[config.mk]
export PLATFORM = sky130hd
export DESIGN_NAME = battery_smart_charge_policy
export DESIGN_NICKNAME = d
export VERILOG_FILES = /design/src/rtl/bscp_pkg.sv /design/src/rtl/bscp_front.sv /design/src/rtl/bscp_queue.sv /design/src/rtl/bscp_back.sv /design/src/rtl/battery_smart_charge_policy.sv
export SDC_FILE = /design/constraint.sdc
export NUM_CORES = 1
export LEC_CHECK = 0
export ABC_AREA = 1
export BUFFER_PORTS_ARGS = -buffer_cell sky130_fd_sc_hd__clkbuf_2
export CELL_PAD_IN_SITES_DETAIL_PLACEMENT = 1
export CELL_PAD_IN_SITES_GLOBAL_PLACEMENT = 1
export CORE_MARGIN = 3
export CORE_UTILIZATION = 44
export DETAILED_ROUTE_END_ITERATION = 10
export HOLD_SLACK_MARGIN = 0.15
export MAX_ROUTING_LAYER = met4
export PLACE_DENSITY_LB_ADDON = 0.1
export RECOVER_POWER = 25
export SLEW_MARGIN = 10
export SYNTH_ARGS = -nofsm -noshare
export SYNTH_HDL_FRONTEND = slang
export SYNTH_SLANG_ARGS = --single-unit
[constraint.sdc]
create_clock -name aclk -period 4.5 [get_ports aclk]
set_input_delay 0.9 -clock aclk [delete_from_list [all_inputs] [get_ports aclk]]
set_output_delay 0.9 -clock aclk [all_outputs]
set_load 0.1 [all_outputs]
[src/rtl/bscp_pkg.sv]
// Package for the charge policy engine: item and config types, command codes,
// screen tracker codes and the fixed policy thresholds. No dependencies.
package bscp_pkg;

    // Command codes carried in s_tuser
    localparam logic [1:0] CMD_EVAL     = 2'd0;
    localparam logic [1:0] CMD_PLUG_IN  = 2'd1;
    localparam logic [1:0] CMD_PLUG_OUT = 2'd2;

    // Configuration register indexes
    localparam logic [1:0] CFG_OUTDOOR_EN = 2'd0;
    localparam logic [1:0] CFG_FAST_EN    = 2'd1;
    localparam logic [1:0] CFG_PROTECT_EN = 2'd2;
    localparam logic [1:0] CFG_PROTECT_TH = 2'd3;

    // Screen tracker codes
    localparam logic [1:0] TRK_UNKNOWN   = 2'd0;
    localparam logic [1:0] TRK_BLACK     = 2'd1;
    localparam logic [1:0] TRK_TO_BRIGHT = 2'd2;
    localparam logic [1:0] TRK_BRIGHT    = 2'd3;

    localparam logic [6:0] PROTECT_TH_RESET = 7'd80;

    // Temperatures in tenths of a degree
    localparam logic signed [11:0] PLUG_TEMP_MAX  = 12'sd390;
    localparam logic signed [11:0] FAST_TEMP_CUT  = 12'sd420;
    localparam logic signed [11:0] HOT_TEMP       = 12'sd410;
    localparam logic signed [11:0] WARM_TEMP      = 12'sd380;

    // State of charge limits in percent
    localparam logic [6:0] PLUG_SOC_MAX = 7'd20;
    localparam logic [6:0] FAST_SOC_MAX = 7'd40;
    localparam logic [6:0] HOT_SOC      = 7'd37;
    localparam logic [6:0] WARM_SOC     = 7'd38;
    localparam logic [7:0] PROTECT_HYST = 8'd5;

    // Currents in milliamps
    localparam logic [15:0] FCC_HOT_MIN  = 16'd4300;
    localparam logic [15:0] FCC_CAP_LOW  = 16'd4000;
    localparam logic [15:0] FCC_CAP_HIGH = 16'd4200;

    localparam logic [31:0] BRIGHT_WINDOW_S = 32'd10;

    typedef struct packed {
        logic       outdoor_en;
        logic       fast_en;
        logic       protect_en;
        logic [6:0] protect_th;
    } cfg_t;

    // Classified item: raw fields the back end still needs plus decided compares
    typedef struct packed {
        logic [1:0]  command;
        logic        pps;
        logic        dcp;
        logic        screen_off;
        logic [31:0] now;
        logic [15:0] fcc;
        logic        plug_ok;      // soc and temp allow fast charge if recorded at plug-in
        logic        soc_le40;
        logic        temp_ge420;
        logic        hot_cap;
        logic        warm_cap;
        logic        fcc_ge4300;
        logic        fcc_le4000;
        logic        soc_ge_th;
        logic        soc_gt_th_m5;
        logic        soc_lt_th;
        logic        soc_le_th_m5;
    } item_t;

endpackage

[src/rtl/bscp_front.sv]
// Front end of the charge policy engine: unpacks an input beat and classifies
// it into compare flags. Depends on bscp_pkg.
module bscp_front
    import bscp_pkg::*;
(
    input  cfg_t               cfg,
    input  logic [1:0]         command,
    input  logic [6:0]         charge_percent,
    input  logic signed [11:0] temp_dc,
    input  logic               pps_active,
    input  logic               source_is_dcp,
    input  logic               screen_off,
    input  logic [31:0]        now_seconds,
    input  logic [15:0]        thermal_fcc_ma,
    output item_t              item
);

    logic [7:0] soc_plus_hyst;
    logic [7:0] th_wide;

    assign soc_plus_hyst = {1'b0, charge_percent} + PROTECT_HYST;
    assign th_wide       = {1'b0, cfg.protect_th};

    always_comb begin
        item.command      = command;
        item.pps          = pps_active;
        item.dcp          = source_is_dcp;
        item.screen_off   = screen_off;
        item.now          = now_seconds;
        item.fcc          = thermal_fcc_ma;
        item.plug_ok      = (charge_percent <= PLUG_SOC_MAX) && (temp_dc <= PLUG_TEMP_MAX);
        item.soc_le40     = charge_percent <= FAST_SOC_MAX;
        item.temp_ge420   = temp_dc >= FAST_TEMP_CUT;
        item.hot_cap      = (charge_percent > HOT_SOC) && (temp_dc > HOT_TEMP);
        item.warm_cap     = (charge_percent > WARM_SOC) && (temp_dc > WARM_TEMP);
        item.fcc_ge4300   = thermal_fcc_ma >= FCC_HOT_MIN;
        item.fcc_le4000   = thermal_fcc_ma <= FCC_CAP_LOW;
        // soc > th - 5 taken as soc + 5 > th so a small threshold cannot wrap
        item.soc_ge_th    = charge_percent >= cfg.protect_th;
        item.soc_gt_th_m5 = soc_plus_hyst > th_wide;
        item.soc_lt_th    = charge_percent < cfg.protect_th;
        item.soc_le_th_m5 = soc_plus_hyst <= th_wide;
    end

endmodule

[src/rtl/bscp_queue.sv]
// Short FIFO of classified items between front and back end.
// Depends on bscp_pkg.
module bscp_queue
    import bscp_pkg::*;
#(
    parameter int DEPTH = 2
) (
    input  logic  aclk,
    input  logic  aresetn,
    input  logic  push_valid,
    output logic  push_ready,
    input  item_t push_item,
    output logic  pop_valid,
    input  logic  pop_ready,
    output item_t pop_item
);

    localparam int PTR_W = (DEPTH > 1) ? $clog2(DEPTH) : 1;
    localparam int CNT_W = $clog2(DEPTH + 1);

    item_t            entry_reg [DEPTH];
    logic [PTR_W-1:0] wr_ptr_reg, wr_ptr_next;
    logic [PTR_W-1:0] rd_ptr_reg, rd_ptr_next;
    logic [CNT_W-1:0] count_reg, count_next;
    logic             push, pop;

    assign push_ready = count_reg != CNT_W'(DEPTH);
    assign pop_valid  = count_reg != '0;
    assign push       = push_valid && push_ready;
    assign pop        = pop_valid && pop_ready;
    assign pop_item   = entry_reg[rd_ptr_reg];

    always_comb begin
        wr_ptr_next = wr_ptr_reg;
        rd_ptr_next = rd_ptr_reg;
        if (push) begin
            wr_ptr_next = (wr_ptr_reg == PTR_W'(DEPTH - 1)) ? '0 : wr_ptr_reg + 1'b1;
        end
        if (pop) begin
            rd_ptr_next = (rd_ptr_reg == PTR_W'(DEPTH - 1)) ? '0 : rd_ptr_reg + 1'b1;
        end
        case ({push, pop})
            2'b10:   count_next = count_reg + 1'b1;
            2'b01:   count_next = count_reg - 1'b1;
            default: count_next = count_reg;
        endcase
    end

    always_ff @(posedge aclk) begin
        if (!aresetn) begin
            wr_ptr_reg <= '0;
            rd_ptr_reg <= '0;
            count_reg  <= '0;
        end else begin
            wr_ptr_reg <= wr_ptr_next;
            rd_ptr_reg <= rd_ptr_next;
            count_reg  <= count_next;
        end
    end

    always_ff @(posedge aclk) begin
        if (push) begin
            entry_reg[wr_ptr_reg] <= push_item;
        end
    end

    assert property (@(posedge aclk) disable iff (!aresetn)
        count_reg <= CNT_W'(DEPTH))
        else $error("queue count above depth");

    assert property (@(posedge aclk) disable iff (!aresetn)
        (push && !pop) |=> count_reg == $past(count_reg) + 1'b1)
        else $error("queue count missed a push");

    assert property (@(posedge aclk) disable iff (!aresetn)
        (count_reg == '0) |-> (wr_ptr_reg == rd_ptr_reg))
        else $error("queue pointers differ while empty");

endmodule

[src/rtl/bscp_back.sv]
// Charge policy back end: holds policy state, carries out one classified item
// per cycle while no result stalls, and registers its result. Depends on bscp_pkg.
module bscp_back
    import bscp_pkg::*;
(
    input  logic        aclk,
    input  logic        aresetn,
    input  cfg_t        cfg,
    input  logic        head_valid,
    output logic        head_ready,
    input  item_t       head,
    output logic        out_valid,
    input  logic        out_ready,
    output logic        fast_mode,
    output logic [15:0] fcc_limit_ma,
    output logic        charge_stop,
    output logic        outdoor_active
);

    logic [1:0]  tracker_reg, tracker_next;
    logic [31:0] bright_start_reg, bright_start_next;
    logic        plug_ok_reg, plug_ok_next;
    logic        fast_reg, fast_next;
    logic        protect_reg, protect_next;
    logic        stop_reg, stop_next;
    logic        outdoor_reg, outdoor_next;
    logic [15:0] fcc_res;
    logic [31:0] elapsed;
    logic        pop;

    logic        out_valid_reg;
    logic [15:0] out_fcc_reg;

    assign head_ready = !out_valid_reg || out_ready;
    assign pop        = head_valid && head_ready;
    assign elapsed    = head.now - bright_start_reg;

    always_comb begin
        tracker_next      = tracker_reg;
        bright_start_next = bright_start_reg;
        plug_ok_next      = plug_ok_reg;
        fast_next         = fast_reg;
        protect_next      = protect_reg;
        stop_next         = stop_reg;
        outdoor_next      = outdoor_reg;
        fcc_res           = head.fcc;
        case (head.command)
            CMD_EVAL: begin
                outdoor_next = cfg.outdoor_en && head.dcp;
                // low battery fast charge
                if (!cfg.fast_en) begin
                    fast_next = 1'b0;
                end else begin
                    if (head.pps && plug_ok_reg && head.soc_le40) begin
                        if (head.screen_off) begin
                            tracker_next = TRK_BLACK;
                            fast_next    = 1'b1;
                        end else if (tracker_reg == TRK_UNKNOWN || tracker_reg == TRK_BLACK) begin
                            tracker_next      = TRK_TO_BRIGHT;
                            bright_start_next = head.now;
                            fast_next         = 1'b1;
                        end else begin
                            tracker_next = TRK_BRIGHT;
                            fast_next    = elapsed <= BRIGHT_WINDOW_S;
                        end
                    end
                    if (head.temp_ge420 || !head.soc_le40) begin
                        fast_next = 1'b0;
                    end
                end
                // cool-down cap
                if (fast_next) begin
                    if (head.hot_cap) begin
                        if (head.fcc_ge4300) begin
                            fcc_res = FCC_CAP_LOW;
                        end
                    end else if (head.warm_cap) begin
                        fcc_res = head.fcc_le4000 ? FCC_CAP_LOW : FCC_CAP_HIGH;
                    end
                end
                // long charge protect with hysteresis
                if ((cfg.protect_en && head.soc_ge_th)
                    || (head.soc_gt_th_m5 && head.soc_lt_th && protect_reg)) begin
                    protect_next = 1'b1;
                end else if (((!cfg.protect_en || head.soc_le_th_m5) && protect_reg)
                             || (!cfg.protect_en && !protect_reg)) begin
                    protect_next = 1'b0;
                end
                stop_next = protect_next;
            end
            CMD_PLUG_IN: begin
                plug_ok_next = head.plug_ok;
                stop_next    = 1'b0;
            end
            CMD_PLUG_OUT: begin
                // cleared records of zero percent and zero degrees pass the plug check
                plug_ok_next = 1'b1;
                tracker_next = TRK_UNKNOWN;
                stop_next    = 1'b0;
                protect_next = 1'b0;
            end
            default: begin
            end
        endcase
    end

    always_ff @(posedge aclk) begin
        if (!aresetn) begin
            tracker_reg      <= TRK_UNKNOWN;
            bright_start_reg <= '0;
            plug_ok_reg      <= 1'b1;
            fast_reg         <= 1'b0;
            protect_reg      <= 1'b0;
            stop_reg         <= 1'b0;
            outdoor_reg      <= 1'b0;
            out_valid_reg    <= 1'b0;
        end else begin
            if (pop) begin
                tracker_reg      <= tracker_next;
                bright_start_reg <= bright_start_next;
                plug_ok_reg      <= plug_ok_next;
                fast_reg         <= fast_next;
                protect_reg      <= protect_next;
                stop_reg         <= stop_next;
                outdoor_reg      <= outdoor_next;
                out_valid_reg    <= 1'b1;
            end else if (out_ready) begin
                out_valid_reg <= 1'b0;
            end
        end
    end

    always_ff @(posedge aclk) begin
        if (pop) begin
            out_fcc_reg <= fcc_res;
        end
    end

    assign out_valid      = out_valid_reg;
    assign fast_mode      = fast_reg;
    assign fcc_limit_ma   = out_fcc_reg;
    assign charge_stop    = stop_reg;
    assign outdoor_active = outdoor_reg;

    assert property (@(posedge aclk) disable iff (!aresetn)
        (pop && head.command == CMD_PLUG_OUT)
        |=> (tracker_reg == TRK_UNKNOWN && !protect_reg && !stop_reg))
        else $error("plug-out left tracker or protect state behind");

    assert property (@(posedge aclk) disable iff (!aresetn)
        (pop && head.command == CMD_EVAL && !cfg.fast_en) |=> !fast_reg)
        else $error("fast mode set with policy disabled");

    assert property (@(posedge aclk) disable iff (!aresetn)
        (pop && head.command == CMD_EVAL) |=> (stop_reg == protect_reg))
        else $error("stop flag diverged from protect state after evaluate");

    assert property (@(posedge aclk) disable iff (!aresetn)
        !pop |=> ($stable(tracker_reg) && $stable(protect_reg) && $stable(plug_ok_reg)))
        else $error("policy state moved without an item");

endmodule

[src/rtl/battery_smart_charge_policy.sv]
// Top level of the battery charge policy engine: stream ports, configuration
// registers, and the front end, item queue and back end. Depends on bscp_pkg.
//
// The engine takes one command per input beat (evaluate, plug-in or plug-out)
// and returns exactly one result beat per command, in order. It sustains one
// beat per clock while the result side does not stall: an accepted beat is
// classified at once, sits in a short queue of QUEUE_DEPTH entries, and the
// back end carries it out and registers the result. The policy state update
// in the back end is a loop through its own state registers, which sets the
// one-beat-per-clock rate. When the result side stalls, the queue keeps
// s_tready high until it is full.
// Configuration writes (always accepted) must be made while the engine is
// idle, that is with no result still outstanding. Command code three is
// answered like a plug event but changes no state.
module battery_smart_charge_policy
    import bscp_pkg::*;
#(
    parameter int QUEUE_DEPTH = 2
) (
    input  logic        aclk,
    input  logic        aresetn,
    // input stream
    input  logic        s_tvalid,
    output logic        s_tready,
    input  logic [71:0] s_tdata,   // charge_percent[6:0], temp_dc[18:7], pps_active[19],
                                   // source_is_dcp[20], screen_off[21], now_seconds[53:22],
                                   // thermal_fcc_ma[69:54], zero[71:70]
    input  logic [1:0]  s_tuser,   // command[1:0]
    // result stream
    output logic        m_tvalid,
    input  logic        m_tready,
    output logic [23:0] m_tdata,   // fast_mode[0], fcc_limit_ma[16:1], charge_stop[17],
                                   // outdoor_active[18], zero[23:19]
    // configuration write channel
    input  logic        cfg_valid,
    output logic        cfg_ready,
    input  logic [1:0]  cfg_index,
    input  logic [6:0]  cfg_data
);

    cfg_t  cfg_reg;
    item_t front_item;
    item_t head_item;
    logic  head_valid;
    logic  head_ready;

    logic        fast_mode;
    logic [15:0] fcc_limit_ma;
    logic        charge_stop;
    logic        outdoor_active;

    // Configuration registers; every index is writable, writes never stall
    assign cfg_ready = 1'b1;

    always_ff @(posedge aclk) begin
        if (!aresetn) begin
            cfg_reg.outdoor_en <= 1'b0;
            cfg_reg.fast_en    <= 1'b0;
            cfg_reg.protect_en <= 1'b0;
            cfg_reg.protect_th <= PROTECT_TH_RESET;
        end else if (cfg_valid && cfg_ready) begin
            case (cfg_index)
                CFG_OUTDOOR_EN: cfg_reg.outdoor_en <= cfg_data[0];
                CFG_FAST_EN:    cfg_reg.fast_en    <= cfg_data[0];
                CFG_PROTECT_EN: cfg_reg.protect_en <= cfg_data[0];
                CFG_PROTECT_TH: cfg_reg.protect_th <= cfg_data;
                default: begin
                end
            endcase
        end
    end

    // Classify the incoming beat
    bscp_front u_front (
        .cfg            (cfg_reg),
        .command        (s_tuser),
        .charge_percent (s_tdata[6:0]),
        .temp_dc        (s_tdata[18:7]),
        .pps_active     (s_tdata[19]),
        .source_is_dcp  (s_tdata[20]),
        .screen_off     (s_tdata[21]),
        .now_seconds    (s_tdata[53:22]),
        .thermal_fcc_ma (s_tdata[69:54]),
        .item           (front_item)
    );

    // Decouple acceptance from execution
    bscp_queue #(
        .DEPTH (QUEUE_DEPTH)
    ) u_queue (
        .aclk       (aclk),
        .aresetn    (aresetn),
        .push_valid (s_tvalid),
        .push_ready (s_tready),
        .push_item  (front_item),
        .pop_valid  (head_valid),
        .pop_ready  (head_ready),
        .pop_item   (head_item)
    );

    // Run the policies and hold the result until taken
    bscp_back u_back (
        .aclk           (aclk),
        .aresetn        (aresetn),
        .cfg            (cfg_reg),
        .head_valid     (head_valid),
        .head_ready     (head_ready),
        .head           (head_item),
        .out_valid      (m_tvalid),
        .out_ready      (m_tready),
        .fast_mode      (fast_mode),
        .fcc_limit_ma   (fcc_limit_ma),
        .charge_stop    (charge_stop),
        .outdoor_active (outdoor_active)
    );

    assign m_tdata = {5'b0, outdoor_active, charge_stop, fcc_limit_ma, fast_mode};

endmodule

==> results.sh <==
export IMPL_synth_simple_gate_area_share_pct=26.3
export IMPL_die_width_um=165
export IMPL_ys_warn_count=0
export IMPL_synth_compound_area_share_pct=9.71
export IMPL_fin_crit_sh_pct=83.6
export IMPL_intPower_mw=4.28
export IMPL_num_io_pins=115
export IMPL_gr_total_overflow=0
export IMPL_drtAntennaViolNets=0
export IMPL_clkPwrFrac_pct=18.9
export IMPL_port_buffers=106
export IMPL_finalSetupViolCount=0
export IMPL_synthAdderAreaFrac_pct=6.03
export IMPL_synth_xor_area_share_pct=0.709
export IMPL_cts_sinks=198
export IMPL_wirelength_um=29700
export IMPL_max_freq_mhz=266
export IMPL_leakage_nw=5.68
export IMPL_dr_first_iter_drc_count=516
export IMPL_cts_resized=0
export IMPL_syn_avg_cell_area_um2=7.96
export IMPL_wire_per_inst_um=16.1
export IMPL_slew_viol_final=0
export IMPL_maxCapViolCount=0
export IMPL_grt_pass1_vias=9973
export IMPL_fin_crit_ns=3.76
export IMPL_place_hpwl_um=22600
export IMPL_globalplace_congestion=0.859
export IMPL_seqPwrFrac_pct=29.2
export IMPL_slew_headroom_pct=43.7
export IMPL_worstPathMaxFanout=29
export IMPL_outcome="finished, final reports clean"
export IMPL_root_buffer="clkbuf_16"
export IMPL_synth_top_family_by_area="simple AND/OR/NAND/NOR gates"
export IMPL_hp_class="reg -> reg"
export IMPL_dieArea_um2=27200
export IMPL_rsz0062_at_grt="false"
export IMPL_hold_viol_final=0
export IMPL_drive_gt1_share_pct=10.3
export IMPL_path_class="reg -> reg"
export IMPL_num_rows=57
export IMPL_worst_pin_slew_ns=0.844
export IMPL_syn_inst=1397
export IMPL_combinationalPowerShare_pct=51.9
export IMPL_post_drt_via_cell_ratio=5.16
export IMPL_ys_seq_area_share_pct=48.6
export IMPL_yosysUniqueCellTypes=52
export IMPL_antenna_found_initial=1
export IMPL_insertion_delay_ns=0.45
export IMPL_power_density_nw_per_um2=660
export IMPL_crit_path_end_kind="flip-flop"
export IMPL_critPathRequiredTime_ns=4.70
export IMPL_switchingPower_mw=4.01
export IMPL_grt_max_degree=61
export IMPL_multiInputGateArea_um2=4840
export IMPL_post_synth_mux_area_share_pct=0.450
export IMPL_dr_pass1_iters=5
export IMPL_clock_path_buffers=2
export IMPL_die_y_um=165
export IMPL_clk_pin_slew_ns=0.07
export IMPL_groute_usage_overall_pct=23.3
export IMPL_ys_flop_type="edfxtp_1"
export IMPL_synth_seq_cells=198
export IMPL_core_area_um2=24600
export IMPL_cts_max_level=4
export IMPL_cts_buffers=17
export IMPL_total_power_mw=8.29
export IMPL_vias=9487
export IMPL_syn_area_um2=11100
export IMPL_synth_edff_count=144
export IMPL_regArea_um2=5410
export IMPL_final_nets=1642
export IMPL_ys_async_sr_fraction_pct=0
export IMPL_final_core_util_pct=51.1
export IMPL_areaGrowthSynthToFinish_pct=12.9
export IMPL_critPathArrivalTime_ns=3.96
export IMPL_n_fill_cell=3118
export IMPL_drc_errors=0
export IMPL_swShare_pct=48.4
export IMPL_cts_setup_buffers=0
export IMPL_cp_start_kind="flip-flop"
export IMPL_ir_drop_mv=0.466
export IMPL_finalClockSkew_ns=0.0161
export IMPL_cts_hold_fix_buffers=0
export IMPL_start_util_pct=45.2
export IMPL_tritoncts="yes"
export IMPL_largest_register_ffs=128
export IMPL_grt_pass1_wl_um=48800
-- path summary, 6_finish.rpt --
kind              slack [ns]                         from                          end  depth (start not counted)
setup / recovery        0.74                    flip-flop      u_back.fcc_limit_ma[13]                         23
hold / removal          0.46  u_back.bright_start_reg[13]  u_back.bright_start_reg[13]                          2
setup reg to reg        0.74                    flip-flop      u_back.fcc_limit_ma[13]                         23
hold reg to reg         0.46  u_back.bright_start_reg[13]  u_back.bright_start_reg[13]                          2
-- synth_stat cells (4+ instances only) --
cell,n,area share [%]
a21oi_2,4,0.31
nand2_2,9,0.51
o21bai_1,6,0.40
clkbuf_1,27,0.91
ha_1,52,5.8
o21ai_0,78,3.5
a21oi_1,86,3.9
buf_4,9,0.61
dfxtp_1,54,9.7
nor4_1,7,0.39
nand4_1,14,0.79
edfxtp_1,144,39
nand3_1,72,3.2
nor2_2,4,0.22
inv_1,183,6.2
nor2_1,89,3.0
o21ai_1,4,0.18
nand3b_1,6,0.40
nor3_1,13,0.58
a31oi_1,4,0.22
mux2i_1,5,0.45
xor2_1,6,0.47
or2_2,7,0.39
nand2_1,473,16
-- final cells by class --
type,instances,area share (%)
antenna,1,0.0199
clock buffer,17,3.39
clock inverter,15,1.33
inverter,185,5.53
multi-input combinational,976,38.6
sequential,198,43.0
tap,324,3.23
timing repair buffer,123,4.92
-- metrics by stage --
step	setup TNS (ns)	area (um2)	cells	setup WS (ns)	hold slack (ns)
3_5_place_dp	0	12000	1806	0.734	0.451
4_1_cts	0	12600	1838	0.708	0.462
5_1_grt	0	12600	1839	0.327	0.485
2_1_floorplan	-2.42	11100	1401	-0.0350	0.426
6_report	0	12600	1839	0.739	0.457
3_3_place_gp	0	12000	1806	0.806	0.436
-- cells by family (layout without fill, tap and decap cells) --
family | count (synthesis) | count (layout)
adder cells (fa/ha/maj) | 53 | 53
flip-flops | 198 | 198
other | 2 | 7
buffers and inverters | 227 | 340
XOR/XNOR | 9 | 9
multiplexers | 5 | 5
AO/OA/AOI/OAI | 198 | 198
AND/OR/NAND/NOR | 705 | 705
-- routing by layer --
metal,track usage [%],share of wire (%),vias up
li1,-,-,4762
met1,27.1,43,4562
met2,42.4,53,140
met3,3.14,2.8,23
met4,5.83,1.4,0
met5,-,0,-
-- power by group through the flow --
| stage | logic [mW] | clock network (mW) | registers [mW] |
|---|---|---|---|
| 2_1_floorplan | 2.63 | 0 | 3.02 |
| 3_3_place_gp | 4.21 | 0 | 2.45 |
| 3_5_place_dp | 4.32 | 0 | 2.46 |
| 4_1_cts | 4.35 | 1.61 | 2.43 |
| 5_1_grt | 4.86 | 1.68 | 2.45 |
| 6_report | 4.30 | 1.57 | 2.42 |
-- layout by cell type, fill, tap and decap left out, drive strengths merged, types with 2 or more instances in the layout --
master and instances:
xnor2 3, or2 8, o31ai 2, nor2 93, a211oi 4, or4 2, o21bai 6, buf 17
conb 6, a31oi 4, nand3b 6, mux2i 5, nand4 14, edfxtp 144, clkinv 8, a221oi 2
ha 52, inv 189, nor4 7, nor3 14, dfxtp 54, a21oi 90, o21ai 82, xor2 6
clkbuf 123, nand2 484, and2 2, nand3 73, clkinvlp 2
-- worst max-delay path, stage by stage (launching register included) --
cell,delay (ns)
dfxtp_2,0.40
buf_4,0.30
buf_4,0.39
nand2_1,0.09
nand2_1,0.10
ha_1,0.29
nand2_1,0.11
inv_1,0.07
a21oi_2,0.22
nor2_1,0.09
o21ai_0,0.24
nand3_1,0.11
nand2_1,0.07
nand2_1,0.05
nor2_1,0.09
nand2_1,0.05
nor2_1,0.14
nand3_2,0.16
nand2_4,0.15
nand2_4,0.13
nand2_1,0.09
nand2_1,0.05
nand2_1,0.05
nand2_1,0.05
Power figures use the tool's default switching activity.
